==> config.mk <==
export PLATFORM = sky130hd
export DESIGN_NAME = ftp_reply_parser_unit
export DESIGN_NICKNAME = d
export VERILOG_FILES = /design/src/rtl/ftprp_pkg.sv /design/src/rtl/ftp_reply_parser_unit.sv /design/src/rtl/ftprp_step.sv
export SDC_FILE = /design/constraint.sdc
export NUM_CORES = 1
export LEC_CHECK = 0
export CAP_MARGIN = 20
export CORE_UTILIZATION = 60
export CTS_BUF_LIST = sky130_fd_sc_hd__clkbuf_8
export CTS_CLUSTER_DIAMETER = 150
export DETAILED_ROUTE_END_ITERATION = 8
export DONT_BUFFER_PORTS = 1
export MAX_ROUTING_LAYER = met4
export PLACE_DENSITY_LB_ADDON = 0.12
export RECOVER_POWER = 50
export REMOVE_ABC_BUFFERS = 1
export SLEW_MARGIN = 5
export SYNTH_ARGS = -nofsm -noshare
export SYNTH_HDL_FRONTEND = slang
export SYNTH_SLANG_ARGS = --single-unit
==> constraint.sdc <==
create_clock -name aclk -period 12.3 [get_ports aclk]
set_input_delay 2.46 -clock aclk [delete_from_list [all_inputs] [get_ports aclk]]
set_output_delay 2.46 -clock aclk [all_outputs]
set_load 0.01 [all_outputs]
==> src/rtl/ftprp_pkg.sv <==
// Package for the FTP control reply parser.
// Holds the parser phase enum, state and result structs, character codes and the port digit
// helper; no dependencies.
package ftprp_pkg;

    localparam logic [7:0] CH_LPAREN = 8'h28;
    localparam logic [7:0] CH_RPAREN = 8'h29;
    localparam logic [7:0] CH_COMMA  = 8'h2C;
    localparam logic [7:0] CH_SPACE  = 8'h20;
    localparam logic [7:0] CH_DASH   = 8'h2D;
    localparam logic [7:0] CH_LF     = 8'h0A;
    localparam logic [7:0] CH_ZERO   = 8'h30;
    localparam logic [7:0] CH_NINE   = 8'h39;
    localparam logic [7:0] CH_TAB    = 8'h09;
    localparam logic [7:0] CH_CR     = 8'h0D;

    localparam int CODE_DIGITS = 3;
    localparam int PART_DIGITS = 3;
    localparam int PASV_COMMAS = 4;
    localparam logic [11:0] PART_MAX = 12'd255;

    typedef enum logic [2:0] {
        PH_CODE   = 3'd0,
        PH_WAITNL = 3'd1,
        PH_CONT   = 3'd2,
        PH_PAREN  = 3'd3,
        PH_COMMAS = 3'd4,
        PH_HIGH   = 3'd5,
        PH_LOW    = 3'd6
    } phase_t;

    typedef struct packed {
        phase_t          phase;
        logic [1:0]      digit_count;
        logic [2:0][3:0] code_digits;
        logic [1:0]      match_count;
        logic [2:0]      comma_count;
        logic [7:0]      high_part;
        logic [7:0]      low_part;
        logic [1:0]      high_digits;
        logic [1:0]      low_digits;
        logic            high_ended;
        logic            low_ended;
        logic            overflow_seen;
    } state_t;

    localparam state_t STATE_CLEAR = '0;

    typedef struct packed {
        logic [9:0]  reply_code;
        logic [3:0]  reply_class;
        logic [15:0] data_port;
        logic        port_overflow;
    } result_t;

    typedef struct packed {
        logic [7:0] val;
        logic [1:0] ndig;
        logic       ended;
        logic       ovf;
    } part_t;

    function automatic logic is_digit(logic [7:0] c);
        return (c >= CH_ZERO) && (c <= CH_NINE);
    endfunction

    function automatic logic is_blank(logic [7:0] c);
        return (c == CH_SPACE) || ((c >= CH_TAB) && (c <= CH_CR));
    endfunction

    // Advance one port part by one character; ovf reports saturation.
    function automatic part_t port_char(logic [7:0] c, part_t p);
        part_t      r;
        logic [11:0] v;
        r     = p;
        r.ovf = 1'b0;
        v     = ({4'b0, p.val} * 12'd10) + {8'b0, c[3:0]};
        if (!p.ended) begin
            if (is_digit(c)) begin
                if (p.ndig != 2'(PART_DIGITS)) begin
                    if (v > PART_MAX) begin
                        r.val = PART_MAX[7:0];
                        r.ovf = 1'b1;
                    end else begin
                        r.val = v[7:0];
                    end
                    r.ndig = p.ndig + 2'd1;
                end
            end else if (!(is_blank(c) && (p.ndig == 2'd0))) begin
                r.ended = 1'b1;
            end
        end
        return r;
    endfunction

endpackage

==> src/rtl/ftp_reply_parser_unit.sv <==
// Top level of the FTP control reply parser: handshakes, parser state and result register.
// Depends on ftprp_pkg and ftprp_step.
//
// Takes one reply character per cycle on the s_ channel while s_ready is high and gives one
// transfer on the m_ channel when a reply completes (newline in normal mode, closing
// parenthesis in passive mode), carrying the reply code, its class and, in passive mode,
// the data port and a saturation flag. Each character is handled by the combinational state
// update logic and registered into the parser state; the result sits in an output register,
// so s_ready stays high while that register is empty or being taken. cfg_passive_mode is
// written through its own channel, always ready, and must only change between replies.
module ftp_reply_parser_unit (
    input  logic        aclk,
    input  logic        aresetn,
    input  logic        cfg_valid,
    output logic        cfg_ready,
    input  logic        cfg_passive_mode,
    input  logic        s_valid,
    output logic        s_ready,
    input  logic [7:0]  s_rx_byte,
    output logic        m_valid,
    input  logic        m_ready,
    output logic [9:0]  m_reply_code,
    output logic [3:0]  m_reply_class,
    output logic [15:0] m_data_port,
    output logic        m_port_overflow
);

    logic                passive_reg;
    ftprp_pkg::state_t   state_reg;
    ftprp_pkg::state_t   state_next;
    logic                emit;
    ftprp_pkg::result_t  res_next;
    ftprp_pkg::result_t  res_reg;
    logic                m_valid_reg;
    logic                accept;

    assign cfg_ready = 1'b1;
    assign s_ready   = !m_valid_reg || m_ready;
    assign accept    = s_valid && s_ready;

    ftprp_step u_step (
        .cur          (state_reg),
        .rx_byte      (s_rx_byte),
        .passive_mode (passive_reg),
        .nxt          (state_next),
        .emit         (emit),
        .res          (res_next)
    );

    always_ff @(posedge aclk) begin
        if (!aresetn) begin
            passive_reg <= 1'b0;
            state_reg   <= ftprp_pkg::STATE_CLEAR;
            m_valid_reg <= 1'b0;
        end else begin
            if (cfg_valid) begin
                passive_reg <= cfg_passive_mode;
            end
            if (accept && emit) begin
                m_valid_reg <= 1'b1;
            end else if (m_ready) begin
                m_valid_reg <= 1'b0;
            end
            if (accept) begin
                state_reg <= state_next;
            end
        end
    end

    always_ff @(posedge aclk) begin
        if (accept && emit) begin
            res_reg <= res_next;
        end
    end

    assign m_valid         = m_valid_reg;
    assign m_reply_code    = res_reg.reply_code;
    assign m_reply_class   = res_reg.reply_class;
    assign m_data_port     = res_reg.data_port;
    assign m_port_overflow = res_reg.port_overflow;

endmodule

==> src/rtl/ftprp_step.sv <==
// Next-state and result logic for one received character of the reply parser.
// Depends on ftprp_pkg.
module ftprp_step (
    input  ftprp_pkg::state_t  cur,
    input  logic [7:0]         rx_byte,
    input  logic               passive_mode,
    output ftprp_pkg::state_t  nxt,
    output logic               emit,
    output ftprp_pkg::result_t res
);

    logic             digit;
    logic [3:0]       dval;
    ftprp_pkg::part_t part_in;
    ftprp_pkg::part_t part_out;
    logic [9:0]       code;

    assign digit = ftprp_pkg::is_digit(rx_byte);
    assign dval  = rx_byte[3:0];
    assign code  = ({6'b0, cur.code_digits[0]} * 10'd100)
                 + ({6'b0, cur.code_digits[1]} * 10'd10)
                 + {6'b0, cur.code_digits[2]};

    always_comb begin
        if (cur.phase == ftprp_pkg::PH_HIGH) begin
            part_in = '{val: cur.high_part, ndig: cur.high_digits,
                        ended: cur.high_ended, ovf: 1'b0};
        end else begin
            part_in = '{val: cur.low_part, ndig: cur.low_digits,
                        ended: cur.low_ended, ovf: 1'b0};
        end
        part_out = ftprp_pkg::port_char(rx_byte, part_in);
    end

    always_comb begin
        nxt  = cur;
        emit = 1'b0;
        res  = '{reply_code: code, reply_class: cur.code_digits[0],
                 data_port: 16'd0, port_overflow: 1'b0};
        unique case (cur.phase)
            ftprp_pkg::PH_CODE: begin
                if (digit) begin
                    if (cur.digit_count != 2'(ftprp_pkg::CODE_DIGITS)) begin
                        nxt.code_digits[cur.digit_count] = dval;
                        nxt.digit_count = cur.digit_count + 2'd1;
                    end
                end else if (rx_byte == ftprp_pkg::CH_SPACE &&
                             cur.digit_count == 2'(ftprp_pkg::CODE_DIGITS)) begin
                    nxt.phase = passive_mode ? ftprp_pkg::PH_PAREN : ftprp_pkg::PH_WAITNL;
                end else if (rx_byte == ftprp_pkg::CH_DASH && !passive_mode &&
                             cur.digit_count == 2'(ftprp_pkg::CODE_DIGITS)) begin
                    nxt.phase = ftprp_pkg::PH_CONT;
                end
            end
            ftprp_pkg::PH_WAITNL: begin
                if (rx_byte == ftprp_pkg::CH_LF) begin
                    emit = 1'b1;
                    nxt  = ftprp_pkg::STATE_CLEAR;
                end
            end
            ftprp_pkg::PH_CONT: begin
                if (digit) begin
                    if (cur.match_count != 2'(ftprp_pkg::CODE_DIGITS) &&
                        cur.code_digits[cur.match_count] == dval) begin
                        nxt.match_count = cur.match_count + 2'd1;
                    end
                end else if (rx_byte == ftprp_pkg::CH_SPACE) begin
                    if (cur.match_count == 2'(ftprp_pkg::CODE_DIGITS)) begin
                        nxt.phase = ftprp_pkg::PH_WAITNL;
                    end
                end else if (rx_byte == ftprp_pkg::CH_DASH) begin
                    nxt.match_count = 2'd0;
                end
            end
            ftprp_pkg::PH_PAREN: begin
                if (rx_byte == ftprp_pkg::CH_LPAREN) begin
                    nxt.phase = ftprp_pkg::PH_COMMAS;
                end
            end
            ftprp_pkg::PH_COMMAS: begin
                if (rx_byte == ftprp_pkg::CH_COMMA) begin
                    nxt.comma_count = cur.comma_count + 3'd1;
                    if (cur.comma_count + 3'd1 >= 3'(ftprp_pkg::PASV_COMMAS)) begin
                        nxt.phase = ftprp_pkg::PH_HIGH;
                    end
                end
            end
            ftprp_pkg::PH_HIGH: begin
                if (rx_byte == ftprp_pkg::CH_COMMA) begin
                    nxt.phase = ftprp_pkg::PH_LOW;
                end else begin
                    nxt.high_part     = part_out.val;
                    nxt.high_digits   = part_out.ndig;
                    nxt.high_ended    = part_out.ended;
                    nxt.overflow_seen = cur.overflow_seen | part_out.ovf;
                end
            end
            ftprp_pkg::PH_LOW: begin
                if (rx_byte == ftprp_pkg::CH_RPAREN) begin
                    emit              = 1'b1;
                    res.data_port     = {cur.high_part, cur.low_part};
                    res.port_overflow = cur.overflow_seen;
                    nxt               = ftprp_pkg::STATE_CLEAR;
                end else if (rx_byte != ftprp_pkg::CH_COMMA) begin
                    nxt.low_part      = part_out.val;
                    nxt.low_digits    = part_out.ndig;
                    nxt.low_ended     = part_out.ended;
                    nxt.overflow_seen = cur.overflow_seen | part_out.ovf;
                end
            end
            default: begin
                nxt = ftprp_pkg::STATE_CLEAR;
            end
        endcase
    end

endmodule

# Word-level counts from Yosys, hierarchy flattened
# Index checks and enable logic that the tools add are counted.
[word_totals] latchBits=0 wordCells=175 romBits=0 in_bits=14 mem_count=0 regBits=78 mem_bits_rw=0 out_inout_bits=34
[classes] reduce_logical=30 eq_ne=37 n_div=0 n_lt_le_gt_ge=9 bitwise_logic=6 n_shift=0 n_mux=63 mul=3 add_sub_neg=7
[ops] operator="$pmux W14 S4" count=1
[ops] operator="$mux W45" count=1
[ops] operator="$eq A8 B6 Y1 const B" count=5
[ops] operator="$mux W3" count=11
[ops] operator="$mux W8" count=4
[ops] operator="$pmux W8 S4" count=1
[ops] operator="$mux W30" count=1
[ops] operator="$mux W14" count=2
[ops] operator="$mux W12" count=2
[ops] operator="$pmux W8 S3" count=1
[ops] operator="$mux W2" count=11
[ops] operator="$pmux W3 S7" count=1
[ops] operator="$mux W10" count=2
[ops] operator="$ne A2 B1 Y1 const B" count=9
[ops] operator="$pmux W2 S4" count=2
[ops] operator="$reduce_or A4 Y1" count=4
[ops] operator="$reduce_and A5 Y1" count=3
[ops] operator="$ne A2 B2 Y1 const B" count=7
[ops] operator="$add A12 B4 Y12" count=1
[ops] operator="$bwmux W12" count=1
[ops] operator="$gt A12 B8 Y1 const B" count=1
[ops] operator="$mux W1" count=12
[ops] operator="$pmux W3 S4" count=1
[ops] operator="$reduce_and A12 Y1" count=1
[ops] operator="other kinds (44)" count=70

# Longest topological paths before layout
# Gate-level depths: netlist of the first run.
[depth] depth_word=13 depth_mapped=16 depth_no_buf=14

# Modules after synthesis
# Synthesis of the first run repeated with hierarchy kept, for this count alone.
[hier_totals] hier_cells=666 area_unflattened_um2=5836.8
[modules_own_cells] module="ftprp_step" n_inst=1 seq_area_each_um2=0.0 area_each_um2=2967.8 cells_per_inst=429
[modules_own_cells] module="ftp_reply_parser_unit" n_inst=1 seq_area_each_um2=1871.8 area_each_um2=2869.0 cells_per_inst=237

# Worst setup path before layout of the first run
# No wires, ideal clock.
[synth_path] path_kind="input -> register" start="in s_rx_byte[4]" end="reg res_reg (netlist bit m_data_port[0]), enable pin" setup_slack_ns=6.891 required_time_ns=11.876 setup_time_ns=0.424 path_buffers=1 arrival_ns=4.985 cell_stages=5 cell_sequence="or4b_4 > nor3_1 > clkbuf_1 > a21oi_1 > nor2b_1"
[synth_between] elab_chain_len=4 elab_cells_between_ends=6 cone_classes="eq/ne: 2; mux: 3; reduce/logical: 1"
[synth_lines] item="from (decl)" line="ftp_reply_parser_unit.sv:19" source="input logic [7:0] s_rx_byte,"
[synth_lines] item="$eq A8 B6 Y1 / $eq A8 B4 Y1 (equally long branches)" line="ftprp_step.sv:99, ftprp_step.sv:56"
[synth_lines] item="$mux W1, on equally long branches" line="ftprp_step.sv:99, ftprp_step.sv:56"
[synth_lines] item="$pmux W1 S2 (*)" line="ftprp_step.sv:40" source="unique case (cur.phase)"
[synth_lines] item="$logic_and A1 B1 Y1 (*)" line="ftp_reply_parser_unit.sv:71" source="if (accept && emit) begin"
[synth_lines] item="to (signal assigned)" line="ftp_reply_parser_unit.sv:72" source="res_reg <= res_next;"
[synth_lines] item="to (decl)" line="ftp_reply_parser_unit.sv:33" source="ftprp_pkg::result_t res_reg;"
# Mark *: on every way between the ends. The rest lies on a longest branch, timed or not.
# A chain may end at the register's enable or synchronous reset.

# Worst setup path in the final report of the first run
[layout_path] start="in s_rx_byte[4]" end="reg state_reg[18] (netlist name)"
[layout_between] elab_chain_len=6 elab_cells_between_ends=14 cone_classes="order compare: 2; eq/ne: 6; mux: 4; reduce/logical: 2"
[layout_lines] item="$ge A8 B6 Y1 / $le A8 B6 Y1 (equally long branches)" line="ftprp_pkg.sv:64" source="return (c >= CH_ZERO) && (c <= CH_NINE);"
[layout_lines] item="$logic_and A1 B1 Y1" line="ftprp_pkg.sv:64"
[layout_lines] item="$mux W10" line="ftprp_pkg.sv:79" source="if (is_digit(c)) begin"
[layout_lines] item="$mux W12" line="ftprp_pkg.sv:78" source="if (!p.ended) begin"
[layout_lines] item="$mux W8" line="ftprp_step.sv:89" source="if (rx_byte == ftprp_pkg::CH_COMMA) begin"
[layout_lines] item="$pmux W8 S4" line="ftprp_step.sv:40"
[layout_lines] item="to (signal assigned)" line="ftp_reply_parser_unit.sv:53" source="state_reg <= ftprp_pkg::STATE_CLEAR;"
[layout_lines] item="to (signal assigned)" line="ftp_reply_parser_unit.sv:65" source="state_reg <= state_next;"
[layout_lines] item="to (decl)" line="ftp_reply_parser_unit.sv:29" source="ftprp_pkg::state_t state_reg;"
# Parallel ways exist; a longest one is shown, timed or not. The select of a mux whose other input is x is not followed.

==> out/results.ini, run 1 <==
[outcome]
status=complete, no violations

[timing]
layout_min_cycle_time_ns=5.22
finalMaxSlewViolations=0
setup_ws_ns=7.08
min_period_over_period=0.424
finalSetupTns_ns=0
skew_ns=0.0105
max_freq_ghz=0.192
relSlewSlack=0.360
setup_viol=0
tightest_slew_ns=0.958
rsz0062_at_grt=no
timing.final.hold_violations=0

[pwr]
swShare=0.213
combPwrFrac=0.027
internal_power_mw=0.407
seqPwrFrac=0.516
p_sw_mw=0.110
leakagePower_nw=2.23
power_density_nw_per_um2=100
vdd_drop_max_mv=0.0662
p_clk_frac=0.457
power.total_mw=0.518

[floorplanning]
io_pins=48
start_util=0.628
fp.dieH_microns=92.4
core_area_sq_um=7810
die_w_microns=92.4
rows=32
design.die.area_sq_um=8540

[worst_hold_path]
holdPathEnd=state_reg[3]$_SDFFE_PN0P_
hp-start=state_reg[3]$_SDFFE_PN0P_
hold_path_class=reg -> reg
whs_path_depth=2

[placed_design]
place_ws_ns=7.19
place_inst=608
port_buffers=0
gp_congestion=0.909
hpwl_microns=7680

[synth]
yosys_warnings=0
syn_avg_cell_area_sq_um=9.34
ys_seq_area_frac=0.382
syn_area_sq_um=4910
synth.distinct_cells=66
synth_cells=525
synthFlopType=dfxtp_1
synth_top_area_cell=dfxtp_1
synthTopCellsByArea=dfxtp_1, edfxtp_1, ha_1, nand2_1, mux2i_1
synth_top_area_frac=0.192
async_reset_ff_frac=0
ys_ff_latch=78
synth-edff-count=31

[route]
viasPerCell=6.21
totalWireLength_microns=11000
drtPass1Iterations=5
drt-initial-drc-count=288
drc=0
wire_per_inst_microns=17.6
route.vias.total=3872
ant_nets=0

[cells_and_area]
final_common_cell=nand2_1
largest_reg_flops=45
final_cell_mix=nand2_1, nor2_1, dfxtp_1
layout-drive-gt1-share=0.0556
fin_nets=581
finalNonFillerCells=624
nFillCells=641
synthToLayoutAreaGrowth_pct=5.46
fin_util=0.663
n_antenna_cell=0

[clock_tree]
clock_latency_ns=0.36
cts-resized-gates=0
postCtsHoldBufs=0
cts.sinks=78
clkTransAtPathRegs_ns=0.09
post_cts.repair.setup_buffers=0
cts_tree=built
numCtsBuffers=9
cts_buffer_depth=2
clockRootBuffer=clkbuf_8
cts_htree_levels=3

[worst_setup_path]
cp-start-kind=input pin
reg2reg_from=state_reg[43]$_SDFFE_PN0P_
rrSetupSlack_ns=7.66
critPathCaptureType=register
required_ns=12.56
timing.rr.end=state_reg[15]$_SDFFE_PN0P_
path_cells=or4b_1 > o41ai_1 > nand3_1 > or2_1 > nor2_8 > nor2_1 > a211oi_1
slowest_stage=o41ai_1
critPathArrivalTime_ns=5.48
slowest_delay_ns=0.84
rr_worst_depth=12
critical_path_class=in -> reg
critPathMaxFanout=10

[grt]
grt_first_pass_wirelength_microns=18400
grt_pass1_vias=3747
antenna_found_initial=0
grt_max_degree=33
overflow=0
track_usage=0.285

[flow_run]
maxCapViolations=0

==> cell families (layout without fill, tap and decap cells) <==
family                   count (synthesis)  in the layout  synth area share
AND/OR/NAND/NOR                        194            194             0.203
AO/OA/AOI/OAI                          104            104             0.147
flip-flops                              78             78             0.382
buffers and inverters                   54             51            0.0446
adder cells (fa/ha/maj)                 50             50             0.138
XOR/XNOR                                24             24            0.0428
multiplexers                            20             20            0.0413
other                                    1              1          0.000764
==> worst max path at each step <==
stage | start | to | depth (start not counted)
3_5_place_dp | m_ready | s_ready | 1
5_1_grt | s_rx_byte[4] | state_reg[20]$_SDFFE_PN0P_ | 7
3_3_place_gp | m_ready | s_ready | 1
6_report | s_rx_byte[4] | state_reg[18]$_SDFFE_PN0P_ | 7
4_1_cts | m_ready | s_ready | 1
2_1_floorplan | s_rx_byte[4] | m_data_port[0]$_SDFFCE_PN0P_ | 4
==> area by class of cell <==
class,instances,area (sq um),area share
flip-flops and latches,78,1870,0.362
clock buffers,9,124,0.0239
inverters,32,120,0.0232
multi-input cells,393,2800,0.540
repair buffers,3,15.0,0.00290
clock inverters,7,120,0.0232
well taps,102,128,0.0247
==> metrics by stage <==
stage / instance area (sq um) / hold WS, ns
finish: 5170 / 0.461
global route: 5170 / 0.502
CTS: 5210 / 0.465
detailed placement: 4960 / 0.453
global placement: 4960 / 0.441
floorplan: 4810 / 0.430
==> cells in the mapped netlist (3+ instances only) <==
cell type / number
and3_1: 20
nor3_1: 14
or2_2: 3
nor3b_1: 3
nor4_1: 3
fa_1: 7
clkbuf_1: 14
ha_1: 43
and2_1: 4
inv_1: 32
nor2_1: 47
o211ai_1: 3
edfxtp_1: 31
nand2b_1: 5
a211oi_1: 10
mux2i_1: 18
o22ai_1: 12
buf_2: 4
xor2_1: 8
nand3b_1: 4
a22oi_1: 4
nor2b_1: 8
nand2_1: 56
o32ai_1: 3
a21oi_1: 27
a21o_1: 4
xnor2_1: 16
nand3_1: 10
dfxtp_1: 47
o21ai_0: 20
==> power groups by stage <==
stage	sequential, mW	combinational, mW	clock, mW
2_1_floorplan	0.273	0.0106	0
3_3_place_gp	0.273	0.0138	0
3_5_place_dp	0.273	0.0140	0
4_1_cts	0.267	0.0142	0.239
5_1_grt	0.267	0.0154	0.247
6_report	0.267	0.0138	0.237
==> per-layer routing <==
layer  global-route usage  up-vias  share of wire
met4                0.104        0          0.017
met1                0.368     1821           0.46
met5                    -        -              0
met2                0.446      160           0.46
met3               0.0558       21          0.067
li1                     -     1870              -
==> critical path, delay by kind of cell <==
kind / cells / cell delay, ns
AND/OR/NAND/NOR: 5 / 1.90
AO/OA/AOI/OAI: 2 / 1.12
No activity file was read; power rests on OpenSTA's default activity.
==> run 2: changes to the inputs <==
--- a/config.mk
+++ b/config.mk
@@ -5,6 +5,7 @@
 export SDC_FILE = /design/constraint.sdc
 export NUM_CORES = 1
 export LEC_CHECK = 0
+export ABC_AREA = 1
 export CAP_MARGIN = 20
 export CORE_UTILIZATION = 60
 export CTS_BUF_LIST = sky130_fd_sc_hd__clkbuf_8
==> constraint.sdc (replaced) <==
create_clock -name aclk -period 4.59 [get_ports aclk]
set_input_delay 0.918 -clock aclk [delete_from_list [all_inputs] [get_ports aclk]]
set_output_delay 0.918 -clock aclk [all_outputs]
set_load 0.01 [all_outputs]
==> run 2 against run 1 <==
Against the previous run: the run now ends with max-capacitance violations, max-slew violations left; utilization decreased by 0.57 points; sequential cell count unchanged; global-route usage increased by 1.2 points; non-clock buffer count increased by 2; largest power group unchanged; largest cell class unchanged; cell count increased by 27%; critical endpoint is now state_reg[21]$_SDFFE_PN0P_; clock power increased to 2.6 times the previous value; wire length increased by 5.3%; synthesized cell count increased by 30%; first-iteration DRC count decreased by 17%.
==> out/results.ini, run 2 <==
[cells_and_area]
largest_reg_flops=45  ; unchanged
nFillCells=699  ; was 641
final_common_cell=nand2_1  ; unchanged
final_cell_mix=nand2_1, inv_1, nor2_1  ; was nand2_1, nor2_1, dfxtp_1
synthToLayoutAreaGrowth_pct=6.28  ; was 5.46%
final_area_sq_um=5400  ; was 5170 sq um
fin_nets=745  ; was 581
multi_input_comb_area_sq_um=2700  ; was 2800 sq um
layout-drive-gt1-share=0.0525  ; was 0.0556
ff_latch_area_sq_um=1870  ; unchanged
n_antenna_cell=0  ; unchanged

[pwr]
vdd_drop_max_mv=0.183  ; was 0.0662 mV
seqPwrFrac=0.462  ; was 0.516
combPwrFrac=0.157  ; was 0.027
swShare=0.278  ; was 0.213
internal_power_mw=1.19  ; was 0.407 mW
power_density_nw_per_um2=304  ; was 100 nW/um^2
p_clk_frac=0.381  ; was 0.457
leakagePower_nw=2.44  ; was 2.23 nW
p_sw_mw=0.458  ; was 0.110 mW

[synth]
synth-edff-count=31  ; unchanged
synth_top_area_cell=dfxtp_1  ; unchanged
ys_seq_area_frac=0.369  ; was 0.382
synth_cells=681  ; was 525
yosys_warnings=0  ; unchanged
synth_top_area_frac=0.185  ; was 0.192
synthTopCellsByArea=dfxtp_1, edfxtp_1, nand2_1, ha_1, inv_1  ; was dfxtp_1, edfxtp_1, ha_1, nand2_1, mux2i_1
syn_avg_cell_area_sq_um=7.46  ; was 9.34 sq um
syn_area_sq_um=5080  ; was 4910 sq um
netlist_top_cells_count=nand2_1, inv_1, nor2_1  ; was nand2_1, dfxtp_1, nor2_1
synth.distinct_cells=39  ; was 66
synthFlopType=dfxtp_1  ; unchanged
yosysMostFrequentCell=nand2_1  ; unchanged
async_reset_ff_frac=0  ; unchanged
ys_ff_latch=78  ; unchanged

[route]
route.vias.total=4360  ; was 3872
totalWireLength_microns=11600  ; was 11000 microns
drt-initial-drc-count=240  ; was 288
drtPass1Iterations=4  ; was 5
viasPerCell=5.51  ; was 6.21
wire_per_inst_microns=14.6  ; was 17.6 microns
drc=0  ; unchanged
ant_nets=0  ; unchanged

[floorplanning]
rows=33  ; was 32
die_w_microns=94  ; was 92.4 microns
io_pins=48  ; unchanged
fp.dieH_microns=94  ; was 92.4 microns
design.die.area_sq_um=8840  ; was 8540 sq um
start_util=0.618  ; was 0.628
core_area_sq_um=8220  ; was 7810 sq um

[worst_setup_path]
critPathArrivalTime_ns=3.70  ; was 5.48 ns
path_delay_family=simple AND/OR/NAND/NOR gates  ; unchanged
critPathLaunch=state_reg[44]$_SDFFE_PN0P_  ; was s_rx_byte[4]
path_cells=nand3_2 > o21ai_0 > ha_1 > ha_1 > fa_1 > nand2_1 > nand2_1 > nand3_1 > nand2_1 > inv_1 > nand2_1 > nand2_1 > nand2_1 > nor2_2 > nand3_1 > nand3_1 > a21oi_1  ; was or4b_1 > o41ai_1 > nand3_1 > or2_1 > nor2_8 > nor2_1 > a211oi_1
crit_path_frequent_cell=nand2_1
cp-start-kind=register  ; was input pin
reg2reg_from=state_reg[44]$_SDFFE_PN0P_  ; was state_reg[43]$_SDFFE_PN0P_
slowest_stage=o21ai_0  ; was o41ai_1
required_ns=4.82  ; was 12.56 ns
critPathCaptureType=register  ; unchanged
critical_path_class=reg -> reg  ; was in -> reg
critPathMaxFanout=12  ; was 10
slowest_delay_ns=0.49  ; was 0.84 ns
cp.buffers_inverters=1  ; was 0

[timing]
finalSetupTns_ns=0  ; unchanged
timing.final.hold_violations=0  ; unchanged
max_freq_ghz=0.288
rsz0062_at_grt=no  ; unchanged
layout_min_cycle_time_ns=3.47
min_period_over_period=0.756
skew_ns=0.00669  ; was 0.0105 ns
finalMaxSlewViolations=18  ; was 0
tightest_slew_ns=1.78  ; was 0.958 ns
setup_viol=0  ; unchanged
relSlewSlack=-0.196  ; was 0.360
whs_ns=0.462  ; was 0.461 ns

[clock_tree]
cts_htree_levels=3  ; unchanged
post_cts.repair.setup_buffers=0  ; unchanged
clockRootBuffer=clkbuf_8  ; unchanged
cts_tree=built  ; unchanged
clock_latency_ns=0.35  ; was 0.36 ns
clkTransAtPathRegs_ns=0.08  ; was 0.09 ns
numCtsBuffers=9  ; unchanged
cts-resized-gates=0  ; unchanged
cts.sinks=78  ; unchanged
postCtsHoldBufs=0  ; unchanged
cts_buffer_depth=2  ; unchanged

[placed_design]
gp_congestion=0.849  ; was 0.909
port_buffers=0  ; unchanged
post_dp_cell_area_sq_um=5160  ; was 4960 sq um
hpwl_microns=8410  ; was 7680 microns

[worst_hold_path]
hold_path_class=reg -> reg  ; unchanged
hp-start=state_reg[0]$_SDFFE_PN0P_  ; was state_reg[3]$_SDFFE_PN0P_

[outcome]
violations=max-capacitance violations, max-slew violations
status=finished, violations left  ; was complete, no violations

[grt]
gr-max-usage-layer=met2  ; unchanged
track_usage=0.297  ; was 0.285
overflow=0  ; unchanged
grt_first_pass_wirelength_microns=19700  ; was 18400 microns
antenna_found_initial=0  ; unchanged
grt_pass1_vias=4177  ; was 3747
grt_max_degree=39  ; was 33
grt_use_met1=0.373  ; was 0.368
met3_usage=0.0550  ; was 0.0558
use_met2=0.490  ; was 0.446

[flow_run]
maxCapViolations=1  ; was 0

[run 2: cell count changes after synthesis, moves of 8 or more]
cell,before,now
o21ai_0,20,29
nor2b_1,8,0
nor2_1,47,69
nand3_1,10,52
nor3_1,14,2
a21oi_1,27,57
mux2i_1,18,0
xnor2_1,16,5
nand4_1,1,14
and3_1,20,1
o22ai_1,12,0
a211oi_1,10,0
nand2_1,56,159
inv_1,32,102
[run 2: worst paths after layout]
check | to | slack, ns | cells past startpoint
setup / recovery | state_reg[21]$_SDFFE_PN0P_ | 1.12 | 17
hold / removal | state_reg[0]$_SDFFE_PN0P_ | 0.46 | 2
setup reg to reg | state_reg[21]$_SDFFE_PN0P_ | 1.12 | 17
hold reg to reg | state_reg[0]$_SDFFE_PN0P_ | 0.46 | 2
[run 2: tightest hold or removal path, delay by kind of cell (launching register included)]
| family | cells | cell delay (ns) |
|---|---|---|
| AOI/OAI and AO/OA | 1 | 0.06 |
| buffers and inverters | 1 | 0.06 |
| DFF | 1 | 0.30 |
[run 2: cell type report]
type,instances,share of cell area
Clock inverter,7,0.0211
Tap cell,105,0.0243
Timing Repair Buffer,5,0.0107
Multi-Input combinational cell,481,0.500
Inverter,106,0.0737
Sequential cell,78,0.347
Clock buffer,9,0.0229
[run 2: kinds of logic after synthesis]
family,Yosys count,share of synthesized area
AO/OA/AOI/OAI,102,0.109
AND/OR/NAND/NOR,315,0.270
adder cells (fa/ha/maj),50,0.134
buffers and inverters,122,0.0961
flip-flops,78,0.369
other,1,0.000738
XOR/XNOR,13,0.0224
[run 2: through the flow]
| stage | cells | util | setup WS (ns) | power, mW |
|---|---|---|---|---|
| 6_report | 791 | 0.657 | 1.12 | 1.64 |
| 5_1_grt | 791 | 0.657 | 0.715 | 1.72 |
| 4_1_cts | 790 | 0.657 | 1.17 | 1.65 |
| 3_5_place_dp | 774 | 0.628 | 1.18 | 1.03 |
| 3_3_place_gp | 774 | 0.628 | 1.23 | 1.02 |
| 2_1_floorplan | 665 | - | 0.955 | 0.970 |
[run 2: power groups by stage]
stage               logic (mW)  registers [mW]  clock network [mW]
finish                   0.258           0.760               0.626
detailed placement       0.258           0.776                   0
global route             0.295           0.762               0.662
global placement         0.250           0.775                   0
floorplan                0.201           0.769                   0
CTS                      0.260           0.759               0.627
[run 2: layer usage]
layer,up-vias,wire (microns)
met5,-,0
met2,140,5440
li1,2222,-
met1,1978,5280
met3,20,652
met4,0,208
==> run 3: changes to the inputs <==
==> constraint.sdc (replaced) <==
create_clock -name aclk -period 3.3 [get_ports aclk]
set_input_delay 0.66 -clock aclk [delete_from_list [all_inputs] [get_ports aclk]]
set_output_delay 0.66 -clock aclk [all_outputs]
set_load 0.01 [all_outputs]
==> run 3 against run 2 <==
Against the previous run: the flow now finishes without violations; die area unchanged; power up 40%; largest power group unchanged; fmax rose by 12%.
==> out/results.ini, run 3 (same netlist as run 2, synthesis figures left out) <==
[outcome]
status=complete, no violations  ; was finished, violations left

[cells_and_area]
final_common_cell=nand2_1  ; unchanged
n_antenna_cell=0  ; unchanged
synthToLayoutAreaGrowth_pct=8.30  ; was 6.28%
largest_reg_flops=45  ; unchanged
fin_nets=756  ; was 745
final_cell_mix=nand2_1, inv_1, nor2_1  ; unchanged
layout-drive-gt1-share=0.0746  ; was 0.0525
fin_util=0.669  ; was 0.657
nFillCells=692  ; was 699

[worst_setup_path]
crit_path_frequent_cell=nand3_1  ; was nand2_1
endpoint=state_reg[19]$_SDFFE_PN0P_  ; was state_reg[21]$_SDFFE_PN0P_
critPathArrivalTime_ns=3.40  ; was 3.70 ns
critPathMaxFanout=8  ; was 12
path_delay_family=adder cells  ; was simple AND/OR/NAND/NOR gates
reg2reg_from=state_reg[43]$_SDFFE_PN0P_  ; was state_reg[44]$_SDFFE_PN0P_
slowest_stage=fa_1  ; was o21ai_0
critical_path_class=reg -> reg  ; unchanged
rrSetupSlack_ns=0.20  ; was 1.12 ns
critPathLaunch=state_reg[43]$_SDFFE_PN0P_  ; was state_reg[44]$_SDFFE_PN0P_
timing.rr.end=state_reg[19]$_SDFFE_PN0P_  ; was state_reg[21]$_SDFFE_PN0P_
cp.buffers_inverters=2  ; was 1
critPathCaptureType=register  ; unchanged
rr_worst_depth=13  ; was 17
cp-start-kind=register  ; unchanged
path_depth=13  ; was 17
slowest_delay_ns=0.60  ; was 0.49 ns
path_cells=inv_2 > nand3_4 > o21ai_0 > ha_1 > fa_1 > nand2_1 > inv_1 > nand3_1 > nor2_2 > nor2_4 > nand3_1 > nand3_1 > a21oi_1  ; was nand3_2 > o21ai_0 > ha_1 > ha_1 > fa_1 > nand2_1 > nand2_1 > nand3_1 > nand2_1 > inv_1 > nand2_1 > nand2_1 > nand2_1 > nor2_2 > nand3_1 > nand3_1 > a21oi_1
required_ns=3.59  ; was 4.82 ns

[worst_hold_path]
hold_path_class=in -> reg  ; was reg -> reg
whs_path_depth=2  ; unchanged

[placed_design]
gp_congestion=0.985  ; was 0.849
port_buffers=0  ; unchanged
hpwl_microns=8620  ; was 8410 microns

[floorplanning]
start_util=0.618  ; unchanged
core_area_sq_um=8220  ; unchanged
die_w_microns=94  ; unchanged
rows=33  ; unchanged
design.die.area_sq_um=8840  ; unchanged
fp.dieH_microns=94  ; unchanged
io_pins=48  ; unchanged

[grt]
overflow=0  ; unchanged
grt_max_degree=24  ; was 39
grt_first_pass_wirelength_microns=19600  ; was 19700 microns
grt_pass1_vias=4219  ; was 4177
track_usage=0.292  ; was 0.297
antenna_found_initial=0  ; unchanged

[pwr]
power_density_nw_per_um2=417  ; was 304 nW/um^2
leakagePower_nw=2.49  ; was 2.44 nW
vdd_drop_max_mv=0.201  ; was 0.183 mV
power.total_mw=2.29  ; was 1.64 mW

[timing]
whs_ns=0.412  ; was 0.462 ns
setup_viol=0  ; unchanged
max_freq_ghz=0.322  ; was 0.288 GHz
tightest_slew_ns=0.987  ; was 1.78 ns
relSlewSlack=0.342  ; was -0.196
skew_ns=0.0114  ; was 0.00669 ns
timing.final.hold_violations=0  ; unchanged
rsz0062_at_grt=yes  ; was no
layout_min_cycle_time_ns=3.10  ; was 3.47 ns
min_period_over_period=0.940  ; was 0.756
finalMaxSlewViolations=0  ; was 18

[route]
route.vias.total=4551  ; was 4360
viasPerCell=5.67  ; was 5.51
drtPass1Iterations=5  ; was 4
wire_per_inst_microns=15.1  ; was 14.6 microns
drt-initial-drc-count=267  ; was 240
drc=0  ; unchanged
totalWireLength_microns=12100  ; was 11600 microns
ant_nets=0  ; unchanged

[clock_tree]
post_cts.repair.setup_buffers=0  ; unchanged
numCtsBuffers=9  ; unchanged
clkTransAtPathRegs_ns=0.08  ; about the same
clock_latency_ns=0.36  ; was 0.35 ns
clockRootBuffer=clkbuf_8  ; unchanged
cts_htree_levels=3  ; unchanged
cts.sinks=78  ; unchanged
postCtsHoldBufs=0  ; unchanged
cts_buffer_depth=2  ; unchanged
cts_tree=built  ; unchanged

[flow_run]
maxCapViolations=0  ; was 1

-- run 3: worst min path at each step --
stage	start	to	slack, ns
final	aresetn	state_reg[26]$_SDFFE_PN0P_	0.41
after global routing	aresetn	state_reg[26]$_SDFFE_PN0P_	0.41
after CTS	aresetn	state_reg[27]$_SDFFE_PN0P_	0.41
after detailed placement	state_reg[21]$_SDFFE_PN0P_	state_reg[21]$_SDFFE_PN0P_	0.46
after global placement	state_reg[36]$_SDFFE_PN0P_	m_reply_code[0]$_DFFE_PP_	0.45
after floorplan	state_reg[36]$_SDFFE_PN0P_	m_reply_code[0]$_DFFE_PP_	0.43
-- run 3: report_power, final --
group          internal, mW  leakage, nW  switching, mW
registers              1.03        0.715         0.0314
logic                 0.125         1.65          0.240
clock network         0.517        0.129          0.354
total                  1.67         2.49          0.625
-- run 3: layout make-up --
type                       count  area (sq um)  share of cell area
clock buffer                  10           138              0.0250
clock inverter                 6           103              0.0187
inverter                     106           398              0.0723
multi-input combinational    483          2750               0.500
sequential                    78          1870               0.341
tap                          105           131              0.0239
timing repair buffer          14           106              0.0193
-- run 3: routing by layer --
layer  vias to the layer above  GRT usage  share of wire
li1                       2245          -              -
met1                      2062      0.369           0.44
met2                       199      0.468           0.46
met3                        45     0.0526          0.079
met4                         0      0.106          0.027
met5                         -          -              0
-- run 3: worst register-to-register path, stage by stage (launching register included) --
cell and delay [ns]:
dfxtp_1 0.35, inv_2 0.15, nand3_4 0.15, o21ai_0 0.37, ha_1 0.36, fa_1 0.60
nand2_1 0.08, inv_1 0.11, nand3_1 0.15, nor2_2 0.29, nor2_4 0.09, nand3_1 0.10
nand3_1 0.08, a21oi_1 0.17
-- run 3: through the flow --
| step | setup slack [ns] | cells | setup TNS (ns) | instance area (sq um) |
|---|---|---|---|---|
| floorplan | -0.0775 | 665 | -2.40 | 4990 |
| global placement | 0.159 | 784 | 0 | 5250 |
| detailed placement | 0.00550 | 784 | 0 | 5250 |
| CTS | 0.0257 | 800 | 0 | 5490 |
| global route | -0.00393 | 802 | -0.00393 | 5500 |
| finish | 0.198 | 802 | 0 | 5500 |
-- run 3: what timing repair did --
item                                    in CTS  in global routing
pin swaps                                    0                  4
gates cloned                                 0                  2
resized for setup                            1                 10
endpoints found under the setup margin      16                 18
